==> src/hw/rtl/mafs_pkg.sv <==
`timescale 1ns / 1ps
// ----------------------------------------------------------------------------
// MPEG audio frame sync: shared package
// Types, field codes, widths and the bitrate tables used by the front end,
// the divider, the queue and the back end.
// ----------------------------------------------------------------------------
package mafs_pkg;

    localparam int BYTE_W  = 8;
    localparam int WORD_W  = 32;
    localparam int WIN_W   = 24;
    localparam int LEN_W   = 12;
    localparam int KBPS_W  = 9;
    localparam int NUM_W   = 26;
    localparam int DEN_W   = 16;
    localparam int QUOT_W  = 12;
    localparam int COEF_W  = 18;
    localparam int PROD_W  = KBPS_W + COEF_W;

    localparam logic [10:0] SYNC_WORD = 11'h7FF;

    // version field codes
    localparam logic [1:0] VER_25   = 2'd0;
    localparam logic [1:0] VER_RSVD = 2'd1;
    localparam logic [1:0] VER_2    = 2'd2;
    localparam logic [1:0] VER_1    = 2'd3;

    // layer field codes
    localparam logic [1:0] LAY_RSVD = 2'd0;
    localparam logic [1:0] LAY_3    = 2'd1;
    localparam logic [1:0] LAY_2    = 2'd2;
    localparam logic [1:0] LAY_1    = 2'd3;

    // sample-rate index codes
    localparam logic [1:0] SRI_44K1 = 2'd0;
    localparam logic [1:0] SRI_48K  = 2'd1;
    localparam logic [1:0] SRI_32K  = 2'd2;
    localparam logic [1:0] SRI_RSVD = 2'd3;

    localparam logic [DEN_W-1:0] RATE_44K1 = 16'd44100;
    localparam logic [DEN_W-1:0] RATE_48K  = 16'd48000;
    localparam logic [DEN_W-1:0] RATE_32K  = 16'd32000;

    // bytes-per-kbit coefficients, with the kbit scale folded in
    localparam logic [COEF_W-1:0] COEF_L1  = 18'd12000;
    localparam logic [COEF_W-1:0] COEF_L23 = 18'd144000;

    localparam logic [LEN_W-1:0] HDR_BYTES = 12'd4;
    localparam logic [1:0]       HDR_LAST  = 2'd3;

    // bitrate tables in kbit/s, indexed by the bitrate index
    localparam logic [KBPS_W-1:0] KBPS_V1_L1 [0:15] = '{
        9'd0,   9'd32,  9'd64,  9'd96,  9'd128, 9'd160, 9'd192, 9'd224,
        9'd256, 9'd288, 9'd320, 9'd352, 9'd384, 9'd416, 9'd448, 9'd0
    };
    localparam logic [KBPS_W-1:0] KBPS_V1_L2 [0:15] = '{
        9'd0,   9'd32,  9'd48,  9'd56,  9'd64,  9'd80,  9'd96,  9'd112,
        9'd128, 9'd160, 9'd192, 9'd224, 9'd256, 9'd320, 9'd384, 9'd0
    };
    localparam logic [KBPS_W-1:0] KBPS_V1_L3 [0:15] = '{
        9'd0,   9'd32,  9'd40,  9'd48,  9'd56,  9'd64,  9'd80,  9'd96,
        9'd112, 9'd128, 9'd160, 9'd192, 9'd224, 9'd256, 9'd320, 9'd0
    };
    localparam logic [KBPS_W-1:0] KBPS_V2_L1 [0:15] = '{
        9'd0,   9'd32,  9'd48,  9'd56,  9'd64,  9'd80,  9'd96,  9'd112,
        9'd128, 9'd144, 9'd160, 9'd176, 9'd192, 9'd224, 9'd256, 9'd0
    };
    localparam logic [KBPS_W-1:0] KBPS_V2_L23 [0:15] = '{
        9'd0,   9'd8,   9'd16,  9'd24,  9'd32,  9'd40,  9'd48,  9'd56,
        9'd64,  9'd80,  9'd96,  9'd112, 9'd128, 9'd144, 9'd160, 9'd0
    };

    typedef enum logic [1:0] {
        FS_IDLE,
        FS_DIV,
        FS_PUSH
    } t_front_state;

    // one queue entry: a whole 4-byte header or a single body byte
    typedef struct packed {
        logic              is_hdr;
        logic [WORD_W-1:0] data;
        logic              last;
        logic [LEN_W-1:0]  length;
    } t_entry;

    typedef struct packed {
        logic             start;
        logic [NUM_W-1:0] num;
        logic [DEN_W-1:0] den;
    } t_div_req;

    typedef struct packed {
        logic              done;
        logic [QUOT_W-1:0] quot;
    } t_div_rsp;

    function automatic logic [KBPS_W-1:0] kbps_lookup(
        input logic [1:0] ver,
        input logic [1:0] lay,
        input logic [3:0] bri
    );
        logic [KBPS_W-1:0] v;
        v = '0;
        if (ver == VER_1) begin
            unique case (lay)
                LAY_1:   v = KBPS_V1_L1[bri];
                LAY_2:   v = KBPS_V1_L2[bri];
                LAY_3:   v = KBPS_V1_L3[bri];
                default: v = '0;
            endcase
        end else begin
            unique case (lay)
                LAY_1:   v = KBPS_V2_L1[bri];
                LAY_2,
                LAY_3:   v = KBPS_V2_L23[bri];
                default: v = '0;
            endcase
        end
        return v;
    endfunction

endpackage

==> src/hw/rtl/mafs_div.sv <==
`timescale 1ns / 1ps
// ----------------------------------------------------------------------------
// MPEG audio frame sync: frame length divider
// Restoring divider, one quotient bit per cycle. The quotient is known to fit
// in QUOT_W bits, so the divisor starts aligned at bit QUOT_W-1.
// ----------------------------------------------------------------------------
module mafs_div (
    input  logic               i_clk,
    input  logic               i_rst_n,
    input  mafs_pkg::t_div_req i_req,
    output mafs_pkg::t_div_rsp o_rsp
);

    localparam int CNT_W = $clog2(mafs_pkg::QUOT_W);
    localparam int SH_W  = mafs_pkg::DEN_W + mafs_pkg::QUOT_W - 1;

    logic                        r_busy;
    logic                        r_done;
    logic [CNT_W-1:0]            r_cnt;
    logic [mafs_pkg::NUM_W-1:0]  r_rem;
    logic [SH_W-1:0]             r_den_sh;
    logic [mafs_pkg::QUOT_W-1:0] r_quot;

    logic            w_ge;
    logic [SH_W-1:0] w_diff;

    assign w_ge   = SH_W'(r_rem) >= r_den_sh;
    assign w_diff = SH_W'(r_rem) - r_den_sh;

    always_ff @(posedge i_clk) begin
        if (!i_rst_n) begin
            r_busy <= 1'b0;
            r_done <= 1'b0;
            r_cnt  <= '0;
        end else begin
            r_done <= 1'b0;
            if (i_req.start) begin
                r_busy <= 1'b1;
                r_cnt  <= CNT_W'(mafs_pkg::QUOT_W - 1);
            end else if (r_busy) begin
                r_cnt <= r_cnt - 1'b1;
                if (r_cnt == '0) begin
                    r_busy <= 1'b0;
                    r_done <= 1'b1;
                end
            end
        end
    end

    // datapath: subtract where the shifted divisor fits, shift in the bit
    always_ff @(posedge i_clk) begin
        if (i_req.start) begin
            r_rem    <= i_req.num;
            r_den_sh <= {i_req.den, {(mafs_pkg::QUOT_W - 1){1'b0}}};
            r_quot   <= '0;
        end else if (r_busy) begin
            if (w_ge) begin
                r_rem <= w_diff[mafs_pkg::NUM_W-1:0];
            end
            r_quot   <= {r_quot[mafs_pkg::QUOT_W-2:0], w_ge};
            r_den_sh <= r_den_sh >> 1;
        end
    end

    assign o_rsp.done = r_done;
    assign o_rsp.quot = r_quot;

`ifndef SYNTH
    // a new division never starts on top of one in flight
    a_no_restart: assert property (@(posedge i_clk) disable iff (!i_rst_n)
        i_req.start |-> !r_busy)
        else $error("divider restarted while busy");
`endif

endmodule

==> src/hw/rtl/mafs_front.sv <==
`timescale 1ns / 1ps
// ----------------------------------------------------------------------------
// MPEG audio frame sync: front end
// Accepts stream bytes, scans the 4-byte window for a header, runs the frame
// length division and queues header and body entries for the back end.
// ----------------------------------------------------------------------------
module mafs_front (
    input  logic                        i_clk,
    input  logic                        i_rst_n,
    input  logic                        i_push,
    output logic                        o_full,
    input  logic [mafs_pkg::BYTE_W-1:0] i_in_byte,
    output mafs_pkg::t_div_req          o_div_req,
    input  mafs_pkg::t_div_rsp          i_div_rsp,
    output logic                        o_q_push,
    output mafs_pkg::t_entry            o_q_entry,
    input  logic                        i_q_full
);

    mafs_pkg::t_front_state r_state, n_state;

    logic [mafs_pkg::WIN_W-1:0]  r_window,    n_window;
    logic [1:0]                  r_fill,      n_fill;
    logic                        r_in_frame,  n_in_frame;
    logic [mafs_pkg::LEN_W-1:0]  r_bytes_left, n_bytes_left;
    logic [mafs_pkg::LEN_W-1:0]  r_cur_len,   n_cur_len;
    logic [mafs_pkg::WORD_W-1:0] r_hdr,       n_hdr;

    logic                         w_accept;
    logic [mafs_pkg::WORD_W-1:0]  w_word;
    logic [1:0]                   w_ver;
    logic [1:0]                   w_lay;
    logic [3:0]                   w_bri;
    logic [1:0]                   w_sri;
    logic [mafs_pkg::KBPS_W-1:0]  w_kbps;
    logic [mafs_pkg::DEN_W-1:0]   w_base;
    logic [mafs_pkg::DEN_W-1:0]   w_rate;
    logic [mafs_pkg::COEF_W-1:0]  w_coef;
    logic [mafs_pkg::PROD_W-1:0]  w_prod;
    logic                         w_hdr_ok;
    logic [mafs_pkg::LEN_W-1:0]   w_sum;
    logic [mafs_pkg::LEN_W-1:0]   w_len;

    assign o_full   = (r_state != mafs_pkg::FS_IDLE) || i_q_full;
    assign w_accept = i_push && !o_full;

    // header fields of the candidate word
    assign w_word = {r_window, i_in_byte};
    assign w_ver  = w_word[20:19];
    assign w_lay  = w_word[18:17];
    assign w_bri  = w_word[15:12];
    assign w_sri  = w_word[11:10];
    assign w_kbps = mafs_pkg::kbps_lookup(w_ver, w_lay, w_bri);

    always_comb begin
        unique case (w_sri)
            mafs_pkg::SRI_44K1: w_base = mafs_pkg::RATE_44K1;
            mafs_pkg::SRI_48K:  w_base = mafs_pkg::RATE_48K;
            mafs_pkg::SRI_32K:  w_base = mafs_pkg::RATE_32K;
            default:            w_base = mafs_pkg::RATE_44K1;
        endcase
    end

    always_comb begin
        unique case (w_ver)
            mafs_pkg::VER_1: w_rate = w_base;
            mafs_pkg::VER_2: w_rate = w_base >> 1;
            default:         w_rate = w_base >> 2;
        endcase
    end

    assign w_coef = (w_lay == mafs_pkg::LAY_1) ? mafs_pkg::COEF_L1 : mafs_pkg::COEF_L23;
    assign w_prod = mafs_pkg::PROD_W'(w_kbps) * mafs_pkg::PROD_W'(w_coef);

    assign w_hdr_ok = (w_word[31:21] == mafs_pkg::SYNC_WORD)
                   && (w_ver != mafs_pkg::VER_RSVD)
                   && (w_lay != mafs_pkg::LAY_RSVD)
                   && (w_sri != mafs_pkg::SRI_RSVD)
                   && (w_kbps != '0);

    // frame length from the quotient: layer 1 counts 4-byte slots
    assign w_sum = i_div_rsp.quot + mafs_pkg::LEN_W'(r_hdr[9]);
    assign w_len = (r_hdr[18:17] == mafs_pkg::LAY_1) ? {w_sum[mafs_pkg::LEN_W-3:0], 2'b00}
                                                     : w_sum;

    always_ff @(posedge i_clk) begin
        if (!i_rst_n) begin
            r_state      <= mafs_pkg::FS_IDLE;
            r_window     <= '0;
            r_fill       <= '0;
            r_in_frame   <= 1'b0;
            r_bytes_left <= '0;
            r_cur_len    <= '0;
        end else begin
            r_state      <= n_state;
            r_window     <= n_window;
            r_fill       <= n_fill;
            r_in_frame   <= n_in_frame;
            r_bytes_left <= n_bytes_left;
            r_cur_len    <= n_cur_len;
        end
    end

    always_ff @(posedge i_clk) begin
        r_hdr <= n_hdr;
    end

    always_comb begin
        n_state      = r_state;
        n_window     = r_window;
        n_fill       = r_fill;
        n_in_frame   = r_in_frame;
        n_bytes_left = r_bytes_left;
        n_cur_len    = r_cur_len;
        n_hdr        = r_hdr;

        o_div_req.start = 1'b0;
        o_div_req.num   = w_prod[mafs_pkg::NUM_W-1:0];
        o_div_req.den   = w_rate;

        o_q_push         = 1'b0;
        o_q_entry.is_hdr = 1'b0;
        o_q_entry.data   = {{(mafs_pkg::WORD_W - mafs_pkg::BYTE_W){1'b0}}, i_in_byte};
        o_q_entry.last   = 1'b0;
        o_q_entry.length = r_cur_len;

        unique case (r_state)
            mafs_pkg::FS_IDLE: begin
                if (w_accept) begin
                    if (r_in_frame) begin
                        // forward a body byte
                        o_q_push = 1'b1;
                        if (r_bytes_left <= mafs_pkg::LEN_W'(1)) begin
                            o_q_entry.last = 1'b1;
                            n_in_frame     = 1'b0;
                            n_bytes_left   = '0;
                            n_window       = '0;
                            n_fill         = '0;
                        end else begin
                            n_bytes_left = r_bytes_left - 1'b1;
                        end
                    end else if (r_fill != 2'd3) begin
                        n_window = w_word[mafs_pkg::WIN_W-1:0];
                        n_fill   = r_fill + 1'b1;
                    end else if (w_hdr_ok) begin
                        // hold the header and size the frame
                        o_div_req.start = 1'b1;
                        n_hdr           = w_word;
                        n_window        = '0;
                        n_fill          = '0;
                        n_state         = mafs_pkg::FS_DIV;
                    end else begin
                        n_window = w_word[mafs_pkg::WIN_W-1:0];
                    end
                end
            end
            mafs_pkg::FS_DIV: begin
                if (i_div_rsp.done) begin
                    n_cur_len    = w_len;
                    n_bytes_left = w_len - mafs_pkg::HDR_BYTES;
                    n_in_frame   = 1'b1;
                    n_state      = mafs_pkg::FS_PUSH;
                end
            end
            mafs_pkg::FS_PUSH: begin
                o_q_entry.is_hdr = 1'b1;
                o_q_entry.data   = r_hdr;
                if (!i_q_full) begin
                    o_q_push = 1'b1;
                    n_state  = mafs_pkg::FS_IDLE;
                end
            end
            default: begin
                n_state = mafs_pkg::FS_IDLE;
            end
        endcase
    end

`ifndef SYNTH
    // a division result only arrives while a header waits for it
    a_done_in_div: assert property (@(posedge i_clk) disable iff (!i_rst_n)
        i_div_rsp.done |-> (r_state == mafs_pkg::FS_DIV))
        else $error("divider result outside of header sizing");
    // a queued header always opens a frame
    a_hdr_opens_frame: assert property (@(posedge i_clk) disable iff (!i_rst_n)
        (o_q_push && o_q_entry.is_hdr) |=> (r_in_frame && r_bytes_left != '0))
        else $error("header queued without an open frame");
`endif

endmodule

==> src/hw/rtl/mafs_fifo.sv <==
`timescale 1ns / 1ps
// ----------------------------------------------------------------------------
// MPEG audio frame sync: entry queue
// Small register queue that lets the front end and back end stall apart.
// DEPTH must be a power of two, at least 2; the queue itself does not check this.
// ----------------------------------------------------------------------------
module mafs_fifo #(
    parameter int DEPTH = 4
) (
    input  logic             i_clk,
    input  logic             i_rst_n,
    input  logic             i_push,
    input  mafs_pkg::t_entry i_entry,
    output logic             o_full,
    input  logic             i_pop,
    output mafs_pkg::t_entry o_head,
    output logic             o_empty
);

    localparam int PTR_W = $clog2(DEPTH);
    localparam int CNT_W = $clog2(DEPTH + 1);

    mafs_pkg::t_entry r_mem [0:DEPTH-1];
    logic [PTR_W-1:0] r_wr_ptr;
    logic [PTR_W-1:0] r_rd_ptr;
    logic [CNT_W-1:0] r_count;

    assign o_full  = (r_count == CNT_W'(DEPTH));
    assign o_empty = (r_count == '0);
    assign o_head  = r_mem[r_rd_ptr];

    always_ff @(posedge i_clk) begin
        if (!i_rst_n) begin
            r_wr_ptr <= '0;
            r_rd_ptr <= '0;
            r_count  <= '0;
        end else begin
            if (i_push) begin
                r_wr_ptr <= r_wr_ptr + 1'b1;
            end
            if (i_pop) begin
                r_rd_ptr <= r_rd_ptr + 1'b1;
            end
            unique case ({i_push, i_pop})
                2'b10:   r_count <= r_count + 1'b1;
                2'b01:   r_count <= r_count - 1'b1;
                default: r_count <= r_count;
            endcase
        end
    end

    always_ff @(posedge i_clk) begin
        if (i_push) begin
            r_mem[r_wr_ptr] <= i_entry;
        end
    end

`ifndef SYNTH
    a_no_overflow: assert property (@(posedge i_clk) disable iff (!i_rst_n)
        i_push |-> !o_full)
        else $error("entry queue overflow");
    a_no_underflow: assert property (@(posedge i_clk) disable iff (!i_rst_n)
        i_pop |-> !o_empty)
        else $error("entry queue underflow");
`endif

endmodule

==> src/hw/rtl/mafs_back.sv <==
`timescale 1ns / 1ps
// ----------------------------------------------------------------------------
// MPEG audio frame sync: back end
// Output register that unpacks queue entries into single-byte results:
// a header entry gives four bytes, a body entry one.
// ----------------------------------------------------------------------------
module mafs_back (
    input  logic                        i_clk,
    input  logic                        i_rst_n,
    input  mafs_pkg::t_entry            i_head,
    input  logic                        i_q_empty,
    output logic                        o_q_pop,
    output logic                        o_empty,
    input  logic                        i_pop,
    output logic [mafs_pkg::BYTE_W-1:0] o_out_byte,
    output logic                        o_frame_first,
    output logic                        o_frame_last,
    output logic [mafs_pkg::LEN_W-1:0]  o_frame_length
);

    logic             r_valid, n_valid;
    logic [1:0]       r_idx,   n_idx;
    mafs_pkg::t_entry r_entry, n_entry;

    logic                        w_take;
    logic [mafs_pkg::BYTE_W-1:0] w_hdr_byte;

    // free the register when empty or when its last byte leaves
    assign w_take = !r_valid
                 || (i_pop && (!r_entry.is_hdr || r_idx == mafs_pkg::HDR_LAST));

    always_comb begin
        n_valid = r_valid;
        n_idx   = r_idx;
        n_entry = r_entry;
        o_q_pop = 1'b0;
        if (w_take) begin
            if (!i_q_empty) begin
                o_q_pop = 1'b1;
                n_entry = i_head;
                n_idx   = '0;
                n_valid = 1'b1;
            end else begin
                n_valid = 1'b0;
            end
        end else if (i_pop) begin
            n_idx = r_idx + 1'b1;
        end
    end

    always_ff @(posedge i_clk) begin
        if (!i_rst_n) begin
            r_valid <= 1'b0;
            r_idx   <= '0;
        end else begin
            r_valid <= n_valid;
            r_idx   <= n_idx;
        end
    end

    always_ff @(posedge i_clk) begin
        r_entry <= n_entry;
    end

    always_comb begin
        case (r_idx)
            2'd0:    w_hdr_byte = r_entry.data[31:24];
            2'd1:    w_hdr_byte = r_entry.data[23:16];
            2'd2:    w_hdr_byte = r_entry.data[15:8];
            default: w_hdr_byte = r_entry.data[7:0];
        endcase
    end

    assign o_empty        = !r_valid;
    assign o_out_byte     = r_entry.is_hdr ? w_hdr_byte : r_entry.data[7:0];
    assign o_frame_first  = r_entry.is_hdr && (r_idx == '0);
    assign o_frame_last   = !r_entry.is_hdr && r_entry.last;
    assign o_frame_length = r_entry.length;

`ifndef SYNTH
    // the first header byte is always followed by the rest of the header
    a_hdr_continues: assert property (@(posedge i_clk) disable iff (!i_rst_n)
        (i_pop && !o_empty && o_frame_first) |=> (!o_empty && !o_frame_first))
        else $error("header bytes split apart");
`endif

endmodule

==> src/hw/rtl/mpeg_audio_frame_sync.sv <==
`timescale 1ns / 1ps
// ----------------------------------------------------------------------------
// MPEG audio frame sync
// Finds MPEG audio frame headers in a byte stream and forwards whole frames
// with first/last marks and the computed frame length.
// ----------------------------------------------------------------------------
// Push one stream byte per transaction; pop one frame byte per transaction.
// Bytes between frames are dropped. A scanned byte or a byte inside a frame
// is taken without stalling while the entry queue has room. The byte that
// completes a valid header starts the shift-subtract divider that computes
// the frame length (one quotient bit per cycle); the front end then takes the
// length from the divider and queues the header; full stays high meanwhile, and
// longer while the queue is full. The header then leaves as four results, the
// first marked frame_first, and the last body byte is marked frame_last. An
// entry queue of QUEUE_DEPTH entries sits between the front end and the output
// register, so input keeps flowing while results wait to be popped until the
// queue fills; full then holds until the receiver pops.
// ----------------------------------------------------------------------------
module mpeg_audio_frame_sync #(
    parameter int QUEUE_DEPTH = 4
) (
    input  logic                        i_clk,
    input  logic                        i_rst_n,
    input  logic                        push,
    output logic                        full,
    input  logic [mafs_pkg::BYTE_W-1:0] i_in_byte,
    output logic                        empty,
    input  logic                        pop,
    output logic [mafs_pkg::BYTE_W-1:0] o_out_byte,
    output logic                        o_frame_first,
    output logic                        o_frame_last,
    output logic [mafs_pkg::LEN_W-1:0]  o_frame_length
);

    mafs_pkg::t_div_req w_div_req;
    mafs_pkg::t_div_rsp w_div_rsp;
    mafs_pkg::t_entry   w_q_in;
    mafs_pkg::t_entry   w_q_head;
    logic               w_q_push;
    logic               w_q_full;
    logic               w_q_pop;
    logic               w_q_empty;

    // front end: scan, classify and size frames
    mafs_front u_front (
        .i_clk     (i_clk),
        .i_rst_n   (i_rst_n),
        .i_push    (push),
        .o_full    (full),
        .i_in_byte (i_in_byte),
        .o_div_req (w_div_req),
        .i_div_rsp (w_div_rsp),
        .o_q_push  (w_q_push),
        .o_q_entry (w_q_in),
        .i_q_full  (w_q_full)
    );

    // frame length divider
    mafs_div u_div (
        .i_clk   (i_clk),
        .i_rst_n (i_rst_n),
        .i_req   (w_div_req),
        .o_rsp   (w_div_rsp)
    );

    // decouple the two sides
    mafs_fifo #(
        .DEPTH (QUEUE_DEPTH)
    ) u_fifo (
        .i_clk   (i_clk),
        .i_rst_n (i_rst_n),
        .i_push  (w_q_push),
        .i_entry (w_q_in),
        .o_full  (w_q_full),
        .i_pop   (w_q_pop),
        .o_head  (w_q_head),
        .o_empty (w_q_empty)
    );

    // back end: unpack entries into result bytes
    mafs_back u_back (
        .i_clk          (i_clk),
        .i_rst_n        (i_rst_n),
        .i_head         (w_q_head),
        .i_q_empty      (w_q_empty),
        .o_q_pop        (w_q_pop),
        .o_empty        (empty),
        .i_pop          (pop),
        .o_out_byte     (o_out_byte),
        .o_frame_first  (o_frame_first),
        .o_frame_last   (o_frame_last),
        .o_frame_length (o_frame_length)
    );

endmodule
==> config.mk <==
export PLATFORM = sky130hd
export DESIGN_NAME = mpeg_audio_frame_sync
export DESIGN_NICKNAME = d
export VERILOG_FILES = /design/src/hw/rtl/mafs_pkg.sv /design/src/hw/rtl/mafs_div.sv /design/src/hw/rtl/mafs_front.sv /design/src/hw/rtl/mafs_fifo.sv /design/src/hw/rtl/mafs_back.sv /design/src/hw/rtl/mpeg_audio_frame_sync.sv
export SDC_FILE = /design/constraint.sdc
export NUM_CORES = 1
export LEC_CHECK = 0
export BUFFER_PORTS_ARGS = -buffer_cell sky130_fd_sc_hd__buf_2
export CAP_MARGIN = 20
export CORE_ASPECT_RATIO = 1.5
export CORE_UTILIZATION = 40
export CTS_CLUSTER_DIAMETER = 40
export DETAILED_ROUTE_END_ITERATION = 7
export PLACE_DENSITY = 0.65
export REMOVE_ABC_BUFFERS = 1
export SYNTH_ARGS = -nofsm -noshare
export SYNTH_HDL_FRONTEND = slang
export SYNTH_HIERARCHICAL = 1
export SYNTH_SLANG_ARGS = --single-unit
==> constraint.sdc <==
create_clock -name i_clk -period 8.3 [get_ports i_clk]
set_input_delay 1.66 -clock i_clk [delete_from_list [all_inputs] [get_ports i_clk]]
set_output_delay 1.66 -clock i_clk [all_outputs]
set_load 0.03 [all_outputs]
* After elaboration in Yosys (flattened, before gate mapping)
Memory sizes are Yosys's and may differ from the RTL's. A register that Yosys moved wholly into a read port is not among the register bits.
Index checks and enable logic that the tools add are counted.
** Storage, ports and cells
- Register bits :: 166
- Bits in writable memories :: 184
- ROM bits :: 720
- Bits of input ports :: 12
- Output and inout bits :: 24
- Logic and storage cells :: 193
- Memories kept :: 6
** Operators by class
- Add/sub/neg operators :: 11
- Multiply operators :: 1
- $lt $le $gt $ge :: 3
- Equal/unequal tests :: 29
- Mux-type cells :: 77
- Bitwise operators :: 6
- Reduce and logical (&&, ||, !) cells :: 40
** Memories
- u_fifo.r_mem :: words 4, width 46, read ports 1, clocked after memory_dff 1, write ports 1, RTL line mafs_fifo.sv:23 : mafs_pkg::t_entry r_mem [0:DEPTH-1];
- (name not given) :: words 16, width 9, read ports 1, clocked after memory_dff 0, write ports 0, RTL line mafs_pkg.sv:107 : LAY_1: v = KBPS_V1_L1[bri];
- (name not given) :: words 16, width 9, read ports 1, clocked after memory_dff 0, write ports 0, RTL line mafs_pkg.sv:108 : LAY_2: v = KBPS_V1_L2[bri];
- (name not given) :: words 16, width 9, read ports 1, clocked after memory_dff 0, write ports 0, RTL line mafs_pkg.sv:109 : LAY_3: v = KBPS_V1_L3[bri];
- (name not given) :: words 16, width 9, read ports 1, clocked after memory_dff 0, write ports 0, RTL line mafs_pkg.sv:114 : LAY_1: v = KBPS_V2_L1[bri];
- (name not given) :: words 16, width 9, read ports 1, clocked after memory_dff 0, write ports 0, RTL line mafs_pkg.sv:116 : LAY_3: v = KBPS_V2_L23[bri];
** Operator list (count)
- 9-bit two-way mux :: 11
- 24-bit two-way mux :: 4
- 26-bit two-way mux :: 3
- 16-bit case mux with 2 select lines :: 2
- 12-bit two-way mux :: 5
- 27-bit two-way mux :: 2
- 33-bit two-way mux :: 1
- 26-bit by 27-bit >= comparator with 1-bit output :: 1
- 9-bit case mux with 3 select lines :: 1
- 9-bit by 18-bit multiplier with 26-bit output :: 1
- 2-bit two-way mux :: 13
- 26-bit subtractor :: 1
- 1-bit two-way mux :: 24
- 12-bit case mux with 2 select lines :: 1
- 8-bit case mux with 3 select lines :: 1
- 2-bit equality test, second input constant :: 10
- 18-bit two-way mux :: 1
- 9-bit case mux with 2 select lines :: 1
- 2-bit inequality test, second input constant :: 7
- 2-bit nonzero test :: 7
- 12-bit by 1-bit adder with 12-bit output :: 1
- 12-bit by 1-bit less-or-equal comparator with 1-bit output, second input constant :: 1
- 12-bit by 1-bit subtractor with 12-bit output, second input constant :: 1
- 12-bit by 3-bit subtractor with 12-bit output, second input constant :: 1
- other kinds (31) :: 66

* Longest topological paths before layout
Gate-level depths: netlist of the first run.
- Depth after elaboration :: 15
- Mapped depth :: 28
- Mapped depth without buffers :: 27

* By module
The synthesis of the first run kept the hierarchy.
** Modules (own cells, without submodules)
- mafs_fifo :: instances 1, cells an instance 286, area each 7150.6 µm², sequential area each 5705.5 µm²
- mafs_front :: instances 1, cells an instance 739, area each 6627.6 µm², sequential area each 2021.9 µm²
- mafs_div :: instances 1, cells an instance 511, area each 4553.1 µm², sequential area each 1841.8 µm²
- mafs_back :: instances 1, cells an instance 112, area each 1876.8 µm², sequential area each 1441.4 µm²

* Worst setup path after synthesis of the first run
OpenSTA, ideal clock, no wires.
- Path kind :: reg2reg
- From :: reg u_front/r_window[4] (netlist name)
- To :: reg u_div/r_rem[25] (netlist name) (data pin)
- Library setup time :: 0.265 ns
- Arrival time :: 5.807 ns
- Data required time :: 8.035 ns
- Setup slack :: 2.228 ns
- Stages on the path, launching flop included :: 28
- Buffers on the path :: 1
- Clock period less this slack :: 6.072 ns
- Cells stage by stage :: dfxtp_1 > buf_2 > inv_1 > ha_1 > nand2_1 > o21ai_0 > nand2_1 > a221oi_2 > xnor2_1 > nor2_1 > ha_1 > inv_1 > fa_1 > inv_1 > fa_1 > ha_1 > ha_1 > a21o_1 > a21oi_1 > nand2b_1 > a21oi_1 > a2111oi_0 > nor3b_1 > nor3_1 > xnor2_1 > o21ai_0 > a21o_1 > nor3_2
** RTL lines
- start, declared :: RTL line mafs_front.sv:22 : logic [mafs_pkg::WIN_W-1:0] r_window, n_window;
- start signal, assigned :: RTL line mafs_front.sv:96 : r_window <= n_window;
- end signal, assigned :: RTL line mafs_div.sv:53 : r_rem <= i_req.num;
- end signal, assigned :: RTL line mafs_div.sv:58 : r_rem <= w_diff[mafs_pkg::NUM_W-1:0];
- end, declared :: RTL line mafs_div.sv:20 : logic [mafs_pkg::NUM_W-1:0] r_rem;

==> metrics.json, run 1 <==
{
  "drtIter0Drc": {"value": 766},
  "timing.critical_path.slowest_stage_cell": {"value": "sky130_fd_sc_hd__a2111oi_0"},
  "route.final.wire_length": {"value": 42.6, "unit": "mm"},
  "synthCells": {"value": 1648},
  "holdCritPathClass": {"value": "flip-flop to flip-flop"},
  "dpl.hpwl": {"value": 29.2, "unit": "mm"},
  "synth_top_flop_cell": {"value": "sky130_fd_sc_hd__edfxtp_1"},
  "worst-endpoint-arrival": {"value": 7.49, "unit": "ns"},
  "cts.sinks": {"value": 398},
  "post_synth.cell_area_avg": {"value": 12.3, "unit": "um2"},
  "crit-reg2reg-launch": {"value": "u_front/r_window[10]"},
  "cp_slowest_stage_delay": {"value": 0.80, "unit": "ns"},
  "drive_above_1_share": {"value": 0.121},
  "io_buffer_count": {"value": 35},
  "ant_nets": {"value": 0},
  "maxSlewViolCount": {"value": 0},
  "grt_remaining_overflow": {"value": 0},
  "routabilityCongestion": {"value": 0.847},
  "die_width": {"value": 186, "unit": "um"},
  "grt_start_max_net_pins": {"value": 88},
  "number_of_buffers_added_by_the_clock_tree_synthesis_step": {"value": 44},
  "share_of_synthesized_registers_carrying_an_async_set_or_reset": {"value": 0},
  "hold_violations": {"value": 0},
  "num_io_pins": {"value": 36},
  "rows": {"value": 100},
  "ant_diodes": {"value": 0},
  "initial_utilization": {"value": 0.406},
  "area_growth": {"value": 9.71, "unit": "%"},
  "design.core.area": {"value": 0.0498, "unit": "mm2"},
  "first_pass_grt_wire_length": {"value": 68.7, "unit": "mm"},
  "count_of_flip_flops_with_a_built_in_enable_after_synthesis": {"value": 304},
  "worstSetupPathType": {"value": "flip-flop to flip-flop"},
  "die_area": {"value": 0.0514, "unit": "mm2"},
  "critical_path_cell_sequence": {"value": "ha_1, clkinv_1, nor4_1, a311oi_1, a211o_1, nor2_1, fa_1, fa_1, fa_1, ha_1, ha_1, a21oi_1, nand2b_1, a21oi_1, a2111oi_0, nor3b_1, nor3_1, xnor2_1, o21ai_0, a21o_1, nor3_2"},
  "finClkSkew": {"value": 0.0152, "unit": "ns"},
  "timing_worst_slew_pin_value": {"value": 1.07, "unit": "ns"},
  "setup.reg_to_reg.worst_slack": {"value": 1.22, "unit": "ns"},
  "worstPathRequired": {"value": 8.71, "unit": "ns"},
  "timing.max_slew.rel_slack": {"value": 0.282},
  "pwr_per_cell_area": {"value": 226, "unit": "mW/mm2"},
  "rsz0062_at_grt": {"value": "no"},
  "post-cts-setup-buffer-count": {"value": 0},
  "setup_violations": {"value": 0},
  "maxClockFrequency": {"value": 0.141, "unit": "GHz"},
  "remaining_drc_errors": {"value": 0},
  "post_cts.resized_instances": {"value": 0},
  "clock-root-buffer": {"value": "sky130_fd_sc_hd__clkbuf_16"},
  "htree_levels": {"value": 2},
  "power.total": {"value": 5.01, "unit": "mW"},
  "mappedNetlistArea": {"value": 0.0202, "unit": "mm2"},
  "min_path_cells": {"value": 0},
  "status": {"value": "completed"},
  "clk_pin_slew": {"value": 0.06, "unit": "ns"},
  "clk-insertion-delay-late": {"value": 0.57, "unit": "ns"},
  "synth-seq-cells": {"value": 398},
  "avgViaCountPerCell": {"value": 5.38},
  "grt_usage": {"value": 0.170},
  "timing.final.crit_share": {"value": 0.853},
  "hold_path_end": {"value": "u_front/r_hdr[25]"},
  "grt_pass1_vias": {"value": 13100},
  "clock_path_buffers": {"value": 3},
  "yosys.cell_types.count": {"value": 90},
  "critical_path.startpoint_type": {"value": "flip-flop"},
  "vdd_ir_max": {"value": 0.194, "unit": "mV"},
  "nets": {"value": 1789},
  "num_vias": {"value": 12600},
  "endpoint_kind": {"value": "flip-flop"},
  "timing.reg2reg.worst_path_depth": {"value": 21},
  "finalWorstPathRequiredPeriod": {"value": 7.08, "unit": "ns"},
  "power_leakage": {"value": 8.42, "unit": "nW"},
  "tritoncts": {"value": "built"},
  "timing.setup.tns": {"value": 0, "unit": "ns"},
  "detail_route.first_pass.iterations": {"value": 5},
  "layout.cells.most_common": {"value": "sky130_fd_sc_hd__edfxtp_1"},
  "holdCritStartpoint": {"value": "u_front/r_window[17]"},
  "crit-reg2reg-capture": {"value": "u_div/r_rem[25]"},
  "chipHeight": {"value": 277, "unit": "um"},
  "grt_antenna_before_repair": {"value": 0},
  "wl_per_cell": {"value": 18.1, "unit": "um"},
  "yosys_warnings": {"value": 6},
  "top_library_cells_by_usage_in_the_layout_fill_and_taps_aside": {"value": "sky130_fd_sc_hd__edfxtp_1, sky130_fd_sc_hd__nand2_1, sky130_fd_sc_hd__ha_1"},
  "post_route_standard_cell_area_excluding_fillers": {"value": 0.0222, "unit": "mm2"},
  "cts_hold_repair.buffers": {"value": 0},
  "ys_seq_area_frac": {"value": 0.545},
  "maxCapViolCount": {"value": 0},
  "dpl_cell_area": {"value": 0.0208, "unit": "mm2"},
  "crit_fanout": {"value": 17}
}
==> per-layer routing <==
| layer | part of all wire | GRT usage | wire length (um) |
|---|---|---|---|
| met1 | 0.39 | 0.190 | 16800 |
| met2 | 0.54 | 0.317 | 22900 |
| met3 | 0.031 | 0.0224 | 1330 |
| met4 | 0.037 | 0.0759 | 1560 |
| met5 | 0 | 0 | 0 |
==> state kept, by name, indices dropped and copies added, names as in the netlist, 3 cells and up, named ones only <==
register               flops
u_fifo/r_mem             184
u_back/r_entry            34
u_front/r_hdr             32
u_div/r_den_sh            27
u_div/r_rem               26
u_front/r_window          24
u_back/o_frame_length     12
u_div/r_quot              12
u_front/r_bytes_left      12
u_front/r_cur_len         12
u_div/r_cnt                4
u_fifo/r_count             3
==> metrics by stage <==
| step | setup WS, ns | utilization | std cells | hold WS [ns] |
|---|---|---|---|---|
| after floorplan | 2.10 | - | 1557 | 0.422 |
| after global placement | 1.46 | 0.417 | 2269 | 0.448 |
| after detailed placement | 1.30 | 0.417 | 2269 | 0.449 |
| after CTS | 1.27 | 0.445 | 2349 | 0.467 |
| after global routing | 0.622 | 0.445 | 2349 | 0.480 |
| final | 1.22 | 0.445 | 2349 | 0.472 |
==> cell type report <==
class / count / area, um2
repair buffers: 49 / 280
well taps: 663 / 830
inverters: 101 / 379
clock inverters: 23 / 224
fillers: 4588 / 27600
clock buffers: 57 / 1180
flip-flops and latches: 398 / 11000
multi-input cells: 1058 / 8260
==> critical path: cells and delay by family, from the launching register on <==
family	cells	cell delay (ns)
adders and majority gates	6	2.80
AOI/OAI and AO/OA	7	1.85
xor gates and xnor gates	1	0.14
and+or+nand+nor	6	1.26
buffers and inverters	1	0.45
DFF	1	0.42
==> synthesized netlist by cell type, drive strengths merged (10+ instances only) <==
| cell type | n | area, um2 |
|---|---|---|
| edfxtp | 304 | 9130 |
| nand2 | 145 | 544 |
| ha | 102 | 1280 |
| inv | 98 | 368 |
| nor2 | 97 | 364 |
| dfxtp | 94 | 1880 |
| o21ai | 81 | 409 |
| a21oi | 60 | 312 |
| buf | 56 | 444 |
| and2 | 54 | 339 |
| mux4 | 46 | 1060 |
| clkbuf | 43 | 164 |
| mux2i | 37 | 370 |
| a22o | 30 | 263 |
| nor3 | 29 | 155 |
| nand3 | 27 | 135 |
| xnor2 | 26 | 228 |
| fa | 23 | 460 |
| nor2b | 21 | 139 |
| nand2b | 17 | 109 |
| xor2 | 16 | 140 |
| nand4 | 14 | 93.8 |
| o21a | 14 | 105 |
| a21o | 13 | 97.6 |
| a31oi | 13 | 81.3 |
| o22ai | 13 | 81.3 |
| or3 | 12 | 75.1 |
| and3 | 11 | 68.8 |
| nor4 | 11 | 83.8 |
| mux2 | 10 | 113 |
==> kinds of logic (layout without fill, tap and decap cells) <==
family / after synthesis / in the layout / share of synthesized area
AOI/OAI and AO/OA: 317 / 317 / 0.108
xor gates and xnor gates: 42 / 42 / 0.0182
adders and majority gates: 125 / 125 / 0.0859
buffers and inverters: 200 / 230 / 0.0489
DFF: 398 / 398 / 0.545
muxes: 93 / 93 / 0.0763
other: 1 / 9 / 0.000186
and+or+nand+nor: 472 / 472 / 0.117
==> how the worst max path moves through the flow <==
stage | from | to | slack (ns)
final | u_front/r_window[10] | u_div/r_rem[25] | 1.22
after global routing | u_front/r_window[10] | u_div/r_rem[25] | 0.62
after CTS | u_front/r_window[10] | u_div/r_rem[25] | 1.27
after detailed placement | u_front/r_window[9] | u_div/r_rem[25] | 1.30
after global placement | u_front/r_window[10] | u_div/r_rem[25] | 1.46
after floorplan | u_front/r_window[4] | u_div/r_rem[0] | 2.10
==> where the power goes <==
part	leakage, nW	internal, mW	switching [mW]	total [mW]
combinational	4.24	0.250	0.486	0.737
clock	0.685	1.06	0.813	1.87
sequential	3.49	2.33	0.0739	2.40
Note: power is estimated with default switching activity, not from simulation.
==> run 2: changes to the inputs <==
- CORE_UTILIZATION: 40 -> 60
- PLACE_DENSITY: 0.65 -> 0.87
==> metrics.json, run 2 (synthesized netlist as in run 1, its figures left out) <==
{
  "tritoncts": {"value": "built"},
  "crit_fanout": {"value": 17, "change": "unchanged"},
  "die_area": {"value": 0.0344, "unit": "mm2", "change": "-33%"},
  "finalWorstPathRequiredPeriod": {"value": 7.10, "unit": "ns", "change": "+0.0159 ns"},
  "hold_violations": {"value": 0, "change": "unchanged"},
  "nets": {"value": 1785, "change": "-0.22%"},
  "worstPathRequired": {"value": 8.67, "unit": "ns", "change": "-0.04 ns"},
  "clk_pin_slew": {"value": 0.06, "unit": "ns", "change": "about the same"},
  "cp_slowest_stage_delay": {"value": 0.87, "unit": "ns", "change": "+0.07 ns"},
  "grt_pass1_vias": {"value": 12900, "change": "-0.98%"},
  "detail_route.first_pass.iterations": {"value": 8, "change": "+3"},
  "grt_remaining_overflow": {"value": 0, "change": "unchanged"},
  "post_cts.resized_instances": {"value": 0, "change": "unchanged"},
  "design.core.area": {"value": 0.0332, "unit": "mm2", "change": "-33%"},
  "clock_path_buffers": {"value": 3, "change": "unchanged"},
  "grt_antenna_before_repair": {"value": 0, "change": "unchanged"},
  "first_pass_grt_wire_length": {"value": 67.8, "unit": "mm", "change": "-1.3%"},
  "maxClockFrequency": {"value": 0.141, "unit": "GHz", "change": "-0.22%"},
  "cts.sinks": {"value": 398, "change": "unchanged"},
  "holdCritPathClass": {"value": "flip-flop to flip-flop"},
  "top_library_cells_by_usage_in_the_layout_fill_and_taps_aside": {"value": "sky130_fd_sc_hd__edfxtp_1, sky130_fd_sc_hd__nand2_1, sky130_fd_sc_hd__ha_1"},
  "timing.setup.tns": {"value": 0, "unit": "ns", "change": "unchanged"},
  "num_vias": {"value": 13100, "change": "+3.4%"},
  "violations": {"value": "design-rule violations"},
  "dp.cells": {"value": 2026, "change": "-11%"},
  "rows": {"value": 82, "change": "-18%"},
  "worstSetupPathType": {"value": "flip-flop to flip-flop"},
  "number_of_buffers_added_by_the_clock_tree_synthesis_step": {"value": 40, "change": "-9.1%"},
  "ant_diodes": {"value": 0, "change": "unchanged"},
  "maxSlewViolCount": {"value": 0, "change": "unchanged"},
  "timing_worst_slew_pin_value": {"value": 1.04, "unit": "ns", "change": "-0.0294 ns"},
  "final_cell_count_no_fill": {"value": 2098, "change": "-11%"},
  "layout.cells.most_common": {"value": "sky130_fd_sc_hd__edfxtp_1"},
  "drive_above_1_share": {"value": 0.119, "change": "-0.00240"},
  "cts_hold_repair.buffers": {"value": 0, "change": "unchanged"},
  "critical_path.top_delay_family": {"value": "adder cells"},
  "finClkSkew": {"value": 0.0158, "unit": "ns", "change": "+0.000650 ns"},
  "hold_ws": {"value": 0.464, "unit": "ns", "change": "-0.00820 ns"},
  "wl_per_cell": {"value": 20.7, "unit": "um", "change": "+14%"},
  "timing.critical_path.buf_inv": {"value": 1, "change": "unchanged"},
  "timing.max_slew.rel_slack": {"value": 0.302, "change": "+0.0196"},
  "clock-root-buffer": {"value": "sky130_fd_sc_hd__clkbuf_16"},
  "post-cts-setup-buffer-count": {"value": 0, "change": "unchanged"},
  "chipHeight": {"value": 227, "unit": "um", "change": "-18%"},
  "drtIter0Drc": {"value": 1003, "change": "+31%"},
  "route.final.wire_length": {"value": 43.4, "unit": "mm", "change": "+1.9%"},
  "die_width": {"value": 152, "unit": "um", "change": "-18%"},
  "grt_start_max_net_pins": {"value": 58, "change": "-34%"},
  "remaining_drc_errors": {"value": 2, "change": "+2"},
  "status": {"value": "finished with violations"},
  "worst-endpoint-arrival": {"value": 7.47, "unit": "ns", "change": "-0.02 ns"},
  "layout_top_registers": {"value": "u_fifo/r_mem: 184 flops, u_back/r_entry: 34 flops, u_front/r_hdr: 32 flops"},
  "setup_violations": {"value": 0, "change": "unchanged"},
  "ant_nets": {"value": 0, "change": "unchanged"},
  "routabilityCongestion": {"value": 0.872, "change": "+3.0%"},
  "clk-insertion-delay-late": {"value": 0.54, "unit": "ns", "change": "-0.03 ns"},
  "endpoint_kind": {"value": "flip-flop"},
  "power_leakage": {"value": 8.37, "unit": "nW", "change": "-0.60%"},
  "io_buffer_count": {"value": 35, "change": "unchanged"},
  "avgViaCountPerCell": {"value": 6.23, "change": "+16%"},
  "dpl.hpwl": {"value": 28.4, "unit": "mm", "change": "-2.9%"},
  "grt_usage": {"value": 0.249, "change": "+0.0790"},
  "timing.critical_path.slowest_stage_cell": {"value": "sky130_fd_sc_hd__a2111oi_0"},
  "fillers": {"value": 2298, "change": "-50%"},
  "htree_levels": {"value": 2, "change": "unchanged"},
  "critical_path.startpoint_type": {"value": "flip-flop"},
  "maxCapViolCount": {"value": 0, "change": "unchanged"},
  "vdd_ir_max": {"value": 0.206, "unit": "mV", "change": "+6.1%"},
  "largest-register": {"value": "u_fifo/r_mem"},
  "largest_register_ffs": {"value": 184, "change": "unchanged"},
  "timing.final.crit_share": {"value": 0.855, "change": "+0.00191"},
  "initial_utilization": {"value": 0.608, "change": "+0.202"},
  "num_io_pins": {"value": 36, "change": "unchanged"},
  "critical_path_cell_sequence": {"value": "ha_1, clkinv_1, nor4_1, a311oi_1, a211o_1, nor2_1, fa_1, fa_1, fa_1, ha_1, ha_1, a21oi_1, nand2b_1, a21oi_1, a2111oi_0, nor3b_1, nor3_1, xnor2_1, o21ai_0, a21o_1, nor3_2"},
  "area_growth": {"value": 7.69, "unit": "%"},
  "rsz0062_at_grt": {"value": "no"},
  "pwr_per_cell_area": {"value": 227, "unit": "mW/mm2", "change": "+0.29%"}
}
[run 2: changes by cell type in the layout (fill, tap and decap cells not counted)]
cell,previous run,this run
sky130_fd_sc_hd__clkinv_8,2,0
sky130_fd_sc_hd__dfxtp_4,1,0
sky130_fd_sc_hd__clkinv_1,7,8
sky130_fd_sc_hd__clkbuf_8,3,2
sky130_fd_sc_hd__clkinvlp_4,1,2
sky130_fd_sc_hd__inv_16,1,0
sky130_fd_sc_hd__clkbuf_1,10,6
sky130_fd_sc_hd__bufinv_16,1,2
sky130_fd_sc_hd__inv_6,7,1
sky130_fd_sc_hd__clkinv_2,3,4
sky130_fd_sc_hd__clkinv_4,1,5
sky130_fd_sc_hd__dfxtp_2,2,3
sky130_fd_sc_hd__clkbuf_16,44,42
[run 2: metrics by stage]
step                utilization  instance area (um2)  total power [mW]  setup slack, ns
floorplan                     -                19600              2.96             2.10
global placement          0.616                20500              3.15             1.60
detailed placement        0.616                20500              3.18             1.37
CTS                       0.655                21800              4.96             1.31
global route              0.655                21800              5.09            0.723
finish                    0.655                21800              4.93             1.20
[run 2: worst register-to-register path: stages, from the launching register on]
cell and delay (ns):
sky130_fd_sc_hd__dfxtp_1 0.43, sky130_fd_sc_hd__ha_1 0.59, sky130_fd_sc_hd__clkinv_1 0.44, sky130_fd_sc_hd__nor4_1 0.26, sky130_fd_sc_hd__a311oi_1 0.08, sky130_fd_sc_hd__a211o_1 0.38
sky130_fd_sc_hd__nor2_1 0.31, sky130_fd_sc_hd__fa_1 0.53, sky130_fd_sc_hd__fa_1 0.50, sky130_fd_sc_hd__fa_1 0.51, sky130_fd_sc_hd__ha_1 0.32, sky130_fd_sc_hd__ha_1 0.34
sky130_fd_sc_hd__a21oi_1 0.21, sky130_fd_sc_hd__nand2b_1 0.17, sky130_fd_sc_hd__a21oi_1 0.11, sky130_fd_sc_hd__a2111oi_0 0.87, sky130_fd_sc_hd__nor3b_1 0.13, sky130_fd_sc_hd__nor3_1 0.25
sky130_fd_sc_hd__xnor2_1 0.14, sky130_fd_sc_hd__o21ai_0 0.09, sky130_fd_sc_hd__a21o_1 0.18, sky130_fd_sc_hd__nor3_2 0.11
[run 2: area by class of cell]
class                           count  area (um2)  area share
Sequential cell                   398       11000       0.506
Multi-Input combinational cell   1058        8260       0.380
Clock buffer                       50        1100      0.0506
Tap cell                          420         526      0.0241
Inverter                          101         379      0.0174
Timing Repair Buffer               49         280      0.0129
Clock inverter                     22         200     0.00920
[run 2: final timing paths]
check	from	slack [ns]	endpoint	cells after the start
min reg2reg	u_front/r_window[22]	0.46	u_front/r_hdr[30]	0
max reg2reg	u_front/r_window[9]	1.20	u_div/r_rem[25]	21
min	u_front/r_window[22]	0.46	u_front/r_hdr[30]	0
max	u_front/r_window[9]	1.20	u_div/r_rem[25]	21
[run 2: where the power goes]
group          switching (mW)  internal [mW]
Sequential             0.0777           2.32
Clock                   0.762           1.02
Combinational           0.498          0.251
[run 2: routing by layer]
metal / part of all wire / GRT usage / up-vias / routed length [um]
met5: 0 / 0 / - / 0
met4: 0.035 / 0.108 / 0 / 1510
met3: 0.045 / 0.0304 / 102 / 1930
met2: 0.54 / 0.476 / 423 / 23500
met1: 0.38 / 0.277 / 6455 / 16500
li1: - / - / 6095 / -
